--- src/hw/rtl/itda_pkg.sv ---
// itda_pkg: shared constants and types for the integer to decimal ascii block
// no dependencies; imported by int_to_decimal_ascii_core

package itda_pkg;

  localparam int VALUE_BITS   = 32;
  // decimal digits needed for VALUE_BITS bits, log10(2) approximated by 1233/4096
  localparam int DIGITS       = ((VALUE_BITS * 1233) >> 12) + 1;
  localparam int BCD_BITS     = DIGITS * 4;
  localparam int BIT_CNT_BITS = (VALUE_BITS > 1) ? $clog2(VALUE_BITS) : 1;
  localparam int DIG_CNT_BITS = $clog2(DIGITS + 1);
  localparam int CHAR_BITS    = 6;

  localparam logic [CHAR_BITS-1:0] CHAR_ZERO  = CHAR_BITS'(48);
  localparam logic [CHAR_BITS-1:0] CHAR_MINUS = CHAR_BITS'(45);
  localparam logic [CHAR_BITS-1:0] CHAR_NINE  = CHAR_BITS'(57);

  typedef enum logic [2:0] {
    ST_IDLE,
    ST_CONV,
    ST_SIGN,
    ST_SKIP,
    ST_EMIT
  } itda_state_t;

endpackage

--- src/hw/rtl/int_to_decimal_ascii_core.sv ---
// int_to_decimal_ascii_core: signed integer to decimal ascii text, bit-serial
// depends on itda_pkg (widths, character codes, state type)
//
// usage
//   input channel: in_value with in_valid / in_stall; one item is taken when
//   in_valid is high and in_stall is low. in_stall stays high from the
//   accepting edge until the last character of that item has been loaded
//   into the output register.
//   output channel: out_char_code / out_last with out_valid / out_stall; one
//   character per item, most significant first, a leading minus for negative
//   values, no leading zeros, out_last on the final character.
//   timing: the magnitude is shifted into a bcd register one bit per cycle
//   (double dabble), then a minus sign is loaded for a negative value, leading
//   zero digits are dropped one per cycle and the characters leave one per
//   cycle through the output register while the receiver does not stall;
//   a new item is taken only after its last character has been loaded.
//   stall: a held output item keeps its value; the sequencer waits until the
//   output register frees up, so nothing is lost.
//   reset: rst_n low on a clock edge empties the output register and returns
//   the sequencer to idle; no other state survives between items.

module int_to_decimal_ascii_core (
  input  logic                                 clk,
  input  logic                                 rst_n,
  input  logic                                 in_valid,
  output logic                                 in_stall,
  input  logic signed [itda_pkg::VALUE_BITS-1:0] in_value,
  output logic                                 out_valid,
  input  logic                                 out_stall,
  output logic        [itda_pkg::CHAR_BITS-1:0] out_char_code,
  output logic                                 out_last
);
  import itda_pkg::*;

  itda_state_t               state_r, state_nxt;
  logic [VALUE_BITS-1:0]     mag_r, mag_nxt;
  logic [BCD_BITS-1:0]       bcd_r, bcd_nxt;
  logic [BIT_CNT_BITS-1:0]   bit_cnt_r, bit_cnt_nxt;
  logic [DIG_CNT_BITS-1:0]   dig_left_r, dig_left_nxt;
  logic                      neg_r, neg_nxt;
  logic                      out_valid_r, out_valid_nxt;
  logic [CHAR_BITS-1:0]      out_char_r, out_char_nxt;
  logic                      out_last_r, out_last_nxt;

  logic [VALUE_BITS-1:0]     in_raw;
  logic [VALUE_BITS-1:0]     in_mag;
  logic [BCD_BITS-1:0]       bcd_adj;
  logic [3:0]                top_digit;
  logic                      slot_free;

  assign in_raw    = $unsigned(in_value);
  assign in_mag    = in_raw[VALUE_BITS-1] ? (~in_raw + VALUE_BITS'(1)) : in_raw;
  assign top_digit = bcd_r[BCD_BITS-1 -: 4];
  assign slot_free = !out_valid_r || !out_stall;

  // add 3 to every digit of five or more before the shift
  always_comb begin
    for (int d = 0; d < DIGITS; d++) begin
      if (bcd_r[d*4 +: 4] >= 4'd5) begin
        bcd_adj[d*4 +: 4] = bcd_r[d*4 +: 4] + 4'd3;
      end else begin
        bcd_adj[d*4 +: 4] = bcd_r[d*4 +: 4];
      end
    end
  end

  always_ff @(posedge clk) begin
    if (!rst_n) begin
      state_r     <= ST_IDLE;
      out_valid_r <= 1'b0;
    end else begin
      state_r     <= state_nxt;
      out_valid_r <= out_valid_nxt;
    end
    mag_r      <= mag_nxt;
    bcd_r      <= bcd_nxt;
    bit_cnt_r  <= bit_cnt_nxt;
    dig_left_r <= dig_left_nxt;
    neg_r      <= neg_nxt;
    out_char_r <= out_char_nxt;
    out_last_r <= out_last_nxt;
  end

  always_comb begin
    state_nxt     = state_r;
    mag_nxt       = mag_r;
    bcd_nxt       = bcd_r;
    bit_cnt_nxt   = bit_cnt_r;
    dig_left_nxt  = dig_left_r;
    neg_nxt       = neg_r;
    out_valid_nxt = out_valid_r && out_stall;
    out_char_nxt  = out_char_r;
    out_last_nxt  = out_last_r;
    in_stall      = 1'b1;

    unique case (state_r)
      ST_IDLE: begin
        in_stall = 1'b0;
        if (in_valid) begin
          mag_nxt      = in_mag;
          neg_nxt      = in_raw[VALUE_BITS-1];
          bcd_nxt      = '0;
          bit_cnt_nxt  = '0;
          dig_left_nxt = DIG_CNT_BITS'(DIGITS);
          state_nxt    = ST_CONV;
        end
      end
      ST_CONV: begin
        bcd_nxt     = {bcd_adj[BCD_BITS-2:0], mag_r[VALUE_BITS-1]};
        mag_nxt     = {mag_r[VALUE_BITS-2:0], 1'b0};
        bit_cnt_nxt = bit_cnt_r + BIT_CNT_BITS'(1);
        if (bit_cnt_r == BIT_CNT_BITS'(VALUE_BITS - 1)) begin
          state_nxt = neg_r ? ST_SIGN : ST_SKIP;
        end
      end
      ST_SIGN: begin
        if (slot_free) begin
          out_valid_nxt = 1'b1;
          out_char_nxt  = CHAR_MINUS;
          out_last_nxt  = 1'b0;
          state_nxt     = ST_SKIP;
        end
      end
      ST_SKIP: begin
        // drop leading zeros, keep at least one digit
        if (top_digit == 4'd0 && dig_left_r > DIG_CNT_BITS'(1)) begin
          bcd_nxt      = {bcd_r[BCD_BITS-5:0], 4'd0};
          dig_left_nxt = dig_left_r - DIG_CNT_BITS'(1);
        end else begin
          state_nxt = ST_EMIT;
        end
      end
      ST_EMIT: begin
        if (slot_free) begin
          out_valid_nxt = 1'b1;
          out_char_nxt  = CHAR_ZERO + {{(CHAR_BITS-4){1'b0}}, top_digit};
          out_last_nxt  = (dig_left_r == DIG_CNT_BITS'(1));
          bcd_nxt       = {bcd_r[BCD_BITS-5:0], 4'd0};
          dig_left_nxt  = dig_left_r - DIG_CNT_BITS'(1);
          if (dig_left_r == DIG_CNT_BITS'(1)) begin
            state_nxt = ST_IDLE;
          end
        end
      end
      default: begin
        state_nxt = ST_IDLE;
      end
    endcase
  end

  assign out_valid     = out_valid_r;
  assign out_char_code = out_char_r;
  assign out_last      = out_last_r;

  a_accept_starts_conv: assert property (@(posedge clk) disable iff (!rst_n)
    (in_valid && !in_stall) |=> (state_r == ST_CONV && bit_cnt_r == '0))
    else $error("accepted item did not start conversion");

  a_sign_only_negative: assert property (@(posedge clk) disable iff (!rst_n)
    (state_r == ST_SIGN) |-> neg_r)
    else $error("minus sign for a non-negative item");

  a_emit_has_digits: assert property (@(posedge clk) disable iff (!rst_n)
    (state_r == ST_EMIT || state_r == ST_SKIP) |-> (dig_left_r != '0))
    else $error("digit count ran out");

  a_char_legal: assert property (@(posedge clk) disable iff (!rst_n)
    out_valid_r |-> (out_char_r == CHAR_MINUS ||
                     (out_char_r >= CHAR_ZERO && out_char_r <= CHAR_NINE)))
    else $error("output character out of range");

  a_minus_not_last: assert property (@(posedge clk) disable iff (!rst_n)
    (out_valid_r && out_char_r == CHAR_MINUS) |-> !out_last_r)
    else $error("minus sign flagged as last");

endmodule

--- config.mk ---
export PLATFORM = sky130hd
export DESIGN_NAME = int_to_decimal_ascii_core
export DESIGN_NICKNAME = d
export VERILOG_FILES = /design/src/hw/rtl/itda_pkg.sv /design/src/hw/rtl/int_to_decimal_ascii_core.sv
export SDC_FILE = /design/constraint.sdc
export NUM_CORES = 1
export LEC_CHECK = 0
export BUFFER_PORTS_ARGS = -buffer_cell sky130_fd_sc_hd__buf_2
export CAP_MARGIN = 5
export CORE_UTILIZATION = 47
export CTS_CLUSTER_SIZE = 20
export DETAILED_ROUTE_END_ITERATION = 12
export GPL_TIMING_DRIVEN = 1
export PLACE_DENSITY = 0.62
export SLEW_MARGIN = 20
export SYNTH_ARGS = -nofsm -noshare
export SYNTH_HDL_FRONTEND = slang
export SYNTH_SLANG_ARGS = --single-unit
--- constraint.sdc ---
create_clock -name clk -period 6.5 [get_ports clk]
set_input_delay 0.975 -clock clk [delete_from_list [all_inputs] [get_ports clk]]
set_output_delay 0.975 -clock clk [all_outputs]
set_load 0.02 [all_outputs]
==> results of run 1 <==
per-stage QoR:
step	std cells	instance area [µm²]	power, mW	setup slack, ns	hold WS [ns]
after floorplan	540	5470	0.970	1.82	0.484
after global placement	707	5840	1.04	3.57	0.499
after detailed placement	708	5870	1.05	3.53	0.507
after CTS	724	6150	1.57	3.74	0.525
after global routing	724	6150	1.64	3.50	0.552
final	724	6150	1.56	3.81	0.522
layer usage:
| metal | GRT usage [%] | wire length, µm | vias to the layer above |
|---|---|---|---|
| li1 | - | - | 2012 |
| met1 | 25.6 | 5140 | 1842 |
| met2 | 30.0 | 4860 | 68 |
| met3 | 4.27 | 342 | 7 |
| met4 | 6.86 | 122 | 0 |
| met5 | 0 | 0 | - |
area by class of cell:
cell class                 instances  area [µm²]  share of cell area (%)
clock buffer                      12         236                    3.84
clock inverter                     4        50.0                   0.813
inverter                          25        93.8                    1.53
multi-input combinational        401        2610                    42.4
sequential                        92        2720                    44.2
tap                              143         179                    2.91
timing repair buffer              47         265                    4.31
cell usage after synthesis, types with 2 or more instances:
cell type / n
edfxtp_1: 88
nand2_1: 81
o21ai_0: 59
xor2_1: 38
a21oi_1: 31
nor2_1: 31
ha_1: 26
inv_1: 25
clkbuf_1: 18
o31ai_1: 18
nand2b_1: 14
o21ai_1: 13
xnor2_1: 13
nor3b_1: 10
a22o_1: 9
nor3_1: 6
and2_1: 5
nand3_1: 5
o41ai_2: 5
and3_1: 4
dfxtp_1: 4
nor2b_1: 4
nor4_1: 4
or3_1: 4
buf_1: 3
a22oi_1: 2
nor4_4: 2
o41ai_1: 2
registers in the layout, indices dropped and copies added (netlist names):
| name | flops |
|---|---|
| bcd_r | 40 |
| mag_r | 32 |
| bit_cnt_r | 5 |
| out_char_code | 5 |
| dig_left_r | 4 |
| state_r | 3 |
| neg_r | 1 |
| out_last | 1 |
| out_valid | 1 |
power by group through the flow:
stage,combinational (mW),clock (mW),sequential [mW]
finish,0.252,0.520,0.784
floorplan,0.187,0,0.783
global placement,0.241,0,0.794
global route,0.290,0.560,0.794
CTS,0.255,0.532,0.784
detailed placement,0.253,0,0.796
worst paths after layout:
path / endpoint / slack (ns) / cells past startpoint
worst min-delay path: mag_r[31] / 0.52 / 2
worst min register to register: mag_r[31] / 0.52 / 2
worst max register to register: bcd_r[13] / 3.81 / 8
worst max-delay path: bcd_r[13] / 3.81 / 8
worst max-delay path: cells and delay by family (launching register included):
| kind | cells | cell delay [ns] |
|---|---|---|
| adders and majority gates | 1 | 0.19 |
| buffers and inverters | 2 | 0.44 |
| DFF | 1 | 0.41 |
| and+or+nand+nor | 2 | 0.24 |
| AOI/OAI and AO/OA | 3 | 1.12 |
logic make-up after synthesis:
kind of cell               share of synthesized area, %
DFF                                                49.7
other                                            0.0685
xor gates and xnor gates                           8.16
muxes                                             0.183
buffers and inverters                              3.29
AOI/OAI and AO/OA                                  16.3
and+or+nand+nor                                    16.3
adders and majority gates                          5.94
==> reports/results.ini, run 1 <==
[clock_tree]
post_cts_buffers=0
root_buffer=clkbuf_16
cts_buffers=9
cts.sinks=92
ctsHtreeMaxLevel=3
clkLatencyLatePin_ns=0.34
cts_hold_buf=0
clk_path_buf_depth=2
clkTransAtPathRegs_ns=0.06
cts_resized=0
cts_tree=yes

[synthesis]
synth_flop_cell=edfxtp_1
synth_edf_count=88
seq_area_frac_synth_pct=49.7
netlist_area_mm2=0.00547
synth_area_leaders=edfxtp_1 (48%), xor2_1 (6.1%), ha_1 (5.9%), nand2_1 (5.6%), o21ai_0 (5.4%)
synth_cells=540
yosys.area.top_type=edfxtp_1
synth_top_area_share_pct=48.3
yosys_warnings=0
avgSynthCellArea_um2=10.1
ys_seq_elements=92
async_flop_share_pct=0
syn-num-nets=602
ys_types=44

[worst_setup_path]
cp_cell_sequence=inv_1 > ha_1 > nor2_1 > o311ai_0 > nand2_1 > a2bb2oi_1 > o32ai_4 > buf_4
critPathSlowestCell=o311ai_0
critPathArrivalTime_ns=2.76
path_class=flip-flop to flip-flop
start_kind=flip-flop
cp-end-kind=flip-flop
critPathMaxStageDelay_ns=0.56
worstReg2RegStart=dig_left_r[0]
worst-endpoint-required_ns=6.57
crit_start=dig_left_r[0]
critPathMaxFanout=25

[global_route]
grt_usage_pct=19.0
grt_pass1_wl_um=17700
gr-total-overflow=0
grt_antenna_before_repair=0
grt_max_degree=56
grt_pass1_vias=3765

[power]
p_leak_nw=2.27
p_switching_mw=0.419
swShare_pct=26.9
seqPwrFrac_pct=50.4
peakVddDrop_v=0.000150
p_int_mw=1.14
power_frac_clock_pct=33.4
power.density_mw_per_mm2=253
pwr-share-comb_pct=16.2

[finish]
antennaDiodeCount=0
fin_util_pct=54.1
n_fill_cell=1003
drive_gt1_share_pct=12.7
area_delta_synth_final_pct=12.4
final_common_cell=edfxtp_1
nets=638
final_cell_mix=edfxtp_1 (88), nand2_1 (81), o21ai_0 (58)

[run]
drv_cap=0

[drt]
wl_per_cell_um=14.5
drtIter0Drc=238
postRouteAntennaNets=0
drt_first_pass_iters=4
vias=3929
wl_um=10500
drc=0
via_per_inst=5.43

[outcome]
status=completed

[timing]
rsz0062_at_grt=false
slew_viol_final=0
tightest_slew_ns=0.972
hold_viol_final=0
fmax_mhz=372
setup_viol=0
fin_skew_ns=0.00756
period_minus_slack_ns=2.69
slew_headroom_pct=35.2
period_share_pct=41.4
tns_ns=0

[floorplanning]
rows=39
start_util_pct=48.1
die_area_mm2=0.0121
core-area_mm2=0.0114
die_x_um=110
io_pins=45
dieHeight_um=110

[min_path]
hp-class=flip-flop to flip-flop
min_from=mag_r[30]

[place]
routabilityCongestion=0.786
port-buffer-count=43
dp_hpwl_um=7100

No activity file was read; power rests on OpenSTA's default activity.
==> run 2, diff against run 1 <==
Settings changed: PLACE_DENSITY 0.62 to 0.65.
Clock period 6.5 ns to 2.3 ns, I/O delays scaled along.
==> run 2 against run 1 <==
  * Flip-flop and latch count stayed put
  * Routed wire length down 0.42%
  * Count of clock-buffer cells in the layout decreased by 3
  * Critical path type unchanged
  * First-iteration DRC count decreased by 0.42%
  * Clock skew increased by 0.0026 ns
==> reports/results.ini, run 2 (same netlist as run 1, synthesis figures left out) <==
[outcome]
status=completed

[worst_setup_path]
critical_path_buf_inv_count=3
crit_family=compound AO/OA/AOI/OAI gates
cp_num_cells=9
critPathMaxStageDelay_ns=0.43
critPathMaxFanout=40
crit_path_end=bcd_r[22]
rrSetupSlack_ns=0.18
worst-endpoint-required_ns=2.38
cp_cell_sequence=inv_1 > ha_1 > nor2_1 > o311ai_0 > buf_4 > nand2_1 > a2bb2oi_2 > o32ai_4 > buf_12
path_class=flip-flop to flip-flop
r2r_end=bcd_r[22]
start_kind=flip-flop
critPathArrivalTime_ns=2.20
crit_start=dig_left_r[0]
worstReg2RegStart=dig_left_r[0]
cp-end-kind=flip-flop
ff2ff_path_depth=9
critPathSlowestCell=edfxtp_1

[clock_tree]
clk_path_buf_depth=2
cts_hold_buf=0
clkLatencyLatePin_ns=0.35
ctsHtreeMaxLevel=3
post_cts_buffers=0
cts_tree=yes
clkTransAtPathRegs_ns=0.07
cts.sinks=92
root_buffer=clkbuf_16
cts_buffers=9
cts_resized=0

[run]
drv_cap=0

[drt]
via_per_inst=5.53
wl_per_cell_um=14.3
wl_met2_um=4950
wl_um=10400
vias=4046
drtIter0Drc=237
postRouteAntennaNets=0
dr_wl_met3_um=230
top_layer_used=met4
drt_first_pass_iters=5
drc=0
wl_met1_um=5080

[floorplanning]
dieHeight_um=110
rows=39
io_pins=45
die_area_mm2=0.0121
core-area_mm2=0.0114
die_x_um=110
start_util_pct=48.1

[finish]
drive_gt1_share_pct=14.6
n_fill_cell=1013
nets=645
antennaDiodeCount=0
top_register=bcd_r
final_cell_mix=edfxtp_1 (88), nand2_1 (81), o21ai_0 (58)
reg.largest.list=bcd_r x40, mag_r x32
final_common_cell=edfxtp_1
fin_util_pct=55.3
area_delta_synth_final_pct=14.9
largest_reg_flops=40

[timing]
slew_headroom_pct=62.4
fin_skew_ns=0.0102
rsz0062_at_grt=false
period_minus_slack_ns=2.12
setup_viol=0
tightest_slew_ns=0.564
tns_ns=0
period_share_pct=92.1
hold_viol_final=0
slew_viol_final=0
fmax_mhz=472

[place]
routabilityCongestion=0.805
port-buffer-count=43
dp_hpwl_um=7210

[global_route]
grt_max_degree=56
grt_pass1_wl_um=17400
gr-total-overflow=0
grt_pass1_vias=3750
grt_usage_pct=18.8
grt_antenna_before_repair=0

[power]
peakVddDrop_v=0.000328
power.density_mw_per_mm2=726
p_leak_nw=2.34
p_total_mw=4.57

[min_path]
hp-class=input pin to flip-flop

-- run 2: metrics by stage --
step / instance area [µm²] / worst slack (ns) / std cells / hold slack, ns
floorplan: 5500 / 0.0847 / 540 / 0.444
global placement: 5960 / 0.191 / 715 / 0.502
detailed placement: 5960 / 0.0982 / 715 / 0.518
CTS: 6290 / 0.100 / 731 / 0.215
global route: 6290 / 0.0321 / 731 / 0.225
finish: 6290 / 0.182 / 731 / 0.226
-- run 2: final cells by class --
class	instances	area (µm²)	area share, %
multi-input cells	401	2610	41.5
clock buffers	9	225	3.58
repair buffers	54	360	5.73
well taps	143	179	2.84
flip-flops and latches	92	2720	43.3
clock inverters	7	98.8	1.57
inverters	25	93.8	1.49
-- run 2: worst min path at each step --
stage	cells after the start	startpoint	end	slack (ns)
after floorplan	0	in_value[31]	neg_r	0.44
after global placement	2	mag_r[5]	mag_r[6]	0.50
after detailed placement	2	mag_r[30]	mag_r[31]	0.52
after CTS	2	rst_n	state_r[2]	0.21
after global routing	2	rst_n	state_r[2]	0.23
final	2	rst_n	state_r[2]	0.23
-- run 2: metal layers --
| layer | global-route usage [%] | vias to the layer above |
|---|---|---|
| li1 | - | 2034 |
| met1 | 24.8 | 1939 |
| met3 | 2.67 | 11 |
| met4 | 8.00 | 0 |
| met5 | 0 | - |
| met2 | 30.9 | 62 |
-- run 2: where the power goes --
part           switching (mW)  total [mW]  internal [mW]
combinational           0.446       0.756          0.310
sequential              0.123        2.20           2.08
clock                   0.653        1.61          0.958
total                    1.22        4.57           3.35
==> run 3, diff against run 2 <==
Settings changed: PLACE_DENSITY 0.65 to 0.62, RECOVER_POWER from default to 100.
Clock period 2.3 ns to 2.1 ns, I/O delays scaled along.
==> run 3 against run 2 <==
  * Worst hold slack lost 0.012 ns
  * Combinational power up 15%
  * Sequential power increased by 10%
  * Critical path depth stayed put
  * Die area did not move
  * Clock power increased by 12%
  * Setup slack got worse by 0.14 ns
  * Sequential share of layout area is 1.1 points lower
  * Highest routed layer unchanged
==> reports/results.ini, run 3 (same netlist as run 1, synthesis figures left out) <==
[power]
peakVddDrop_v=0.000510
power.density_mw_per_mm2=789
p_total_mw=5.10
p_leak_nw=2.40

[timing]
tightest_slew_ns=0.590
fin_ws_ns=0.0431
hold_viol_final=0
fin_skew_ns=0.00630
setup_viol=0
period_share_pct=97.9
fmax_mhz=486
slew_viol_final=0
period_minus_slack_ns=2.06
slew_headroom_pct=60.7

[drt]
postRouteAntennaNets=0
vias=4075
drtIter0Drc=170
wl_um=11000
via_per_inst=5.47
drc=0
wl_per_cell_um=14.8
drt_first_pass_iters=4

[place]
dpl.cell_count=720
routabilityCongestion=0.858
postPlaceCellArea_mm2=0.00602
port-buffer-count=43
pre_cts_ws_ns=0.0820
dp_hpwl_um=7430

[global_route]
grt_usage_pct=19.7
gr-total-overflow=0
grt_max_degree=51
grt_antenna_before_repair=0
grt_pass1_vias=3999
grt_pass1_wl_um=18500

[finish]
nets=659
largest_reg_flops=40
design_area_mm2=0.00646
instances_no_fill=745
area_delta_synth_final_pct=18.1
antennaDiodeCount=0
final_common_cell=edfxtp_1
reg.largest.list=bcd_r x40, mag_r x32
n_fill_cell=999
drive_gt1_share_pct=15.3
top_register=bcd_r
final_cell_mix=edfxtp_1 (88), nand2_1 (81), o21ai_0 (59)

[clock_tree]
ctsHtreeMaxLevel=3
cts_tree=yes
clk_path_buf_depth=2
cts_buffers=9
clkLatencyLatePin_ns=0.34
clkTransAtPathRegs_ns=0.07
cts.sinks=92
root_buffer=clkbuf_16

[outcome]
status=completed

[worst_setup_path]
critPathMaxFanout=5
critPathArrivalTime_ns=2.16
critPathSlowestCell=edfxtp_1
cp_cell_sequence=inv_2 > ha_4 > nor2_2 > o311ai_4 > nand2_1 > a2bb2oi_2 > o32ai_4 > buf_12 > clkbuf_16
cp-end-kind=flip-flop
critPathMaxStageDelay_ns=0.41
crit_family=compound AO/OA/AOI/OAI gates
path_class=flip-flop to flip-flop
worst-endpoint-required_ns=2.20
rrSetupSlack_ns=0.04
critical_path_buf_inv_count=3
start_kind=flip-flop

[floorplanning]
start_util_pct=48.1
die_x_um=110
core-area_mm2=0.0114
die_area_mm2=0.0121
rows=39
dieHeight_um=110
io_pins=45

[min_path]
hp-class=input pin to flip-flop

[run]
drv_cap=0

==> run 3: changes by cell type in the layout (fill, tap and decap cells not counted), sizes merged <==
cell and delta:
bufinv +1, inv -1, clkinv +1, clkinvlp -1, clkbuf +14
==> run 3: path summary, 6_finish.rpt <==
path / to / cells past startpoint / start
max: bcd_r[0] / 9 / dig_left_r[1]
max reg2reg: bcd_r[0] / 9 / dig_left_r[1]
min reg2reg: mag_r[1] / 2 / mag_r[0]
min: state_r[2] / 2 / rst_n
==> run 3: final cells by class <==
type / count / area, µm² / share of cell area [%]
Clock buffer: 9 / 225 / 3.48
Tap cell: 143 / 179 / 2.77
Timing Repair Buffer: 68 / 484 / 7.49
Sequential cell: 92 / 2720 / 42.1
Clock inverter: 7 / 105 / 1.63
Multi-Input combinational cell: 401 / 2650 / 41.0
Inverter: 25 / 93.8 / 1.45
==> run 3: timing repair <==
item	in CTS	in global routing
hold buffers	0	0
buffers inserted	0	4
endpoints found under the setup margin	0	40
resized for setup	0	6
==> run 3: layer usage <==
layer | up-vias | GRT usage (%) | share of wire, %
met3 | 13 | 2.96 | 2.3
met1 | 1932 | 25.9 | 48
met5 | - | 0 | 0
met4 | 0 | 7.14 | 1.5
li1 | 2056 | - | -
met2 | 74 | 33.0 | 48
==> run 3: stage by stage <==
step           util, %  hold slack, ns    TNS, ns
2_1_floorplan        -           0.414   -0.00806
3_5_place_dp      53.0           0.513          0
5_1_grt           56.9           0.214  -0.000707
3_3_place_gp      53.0           0.502          0
4_1_cts           55.9           0.203          0
6_report          56.9           0.214          0
==> run 3: power by group <==
part	leakage (nW)	internal [mW]	switching [mW]
logic	1.32	0.370	0.500
registers	0.919	2.28	0.139
clock network	0.160	1.15	0.665
total	2.40	3.80	1.31
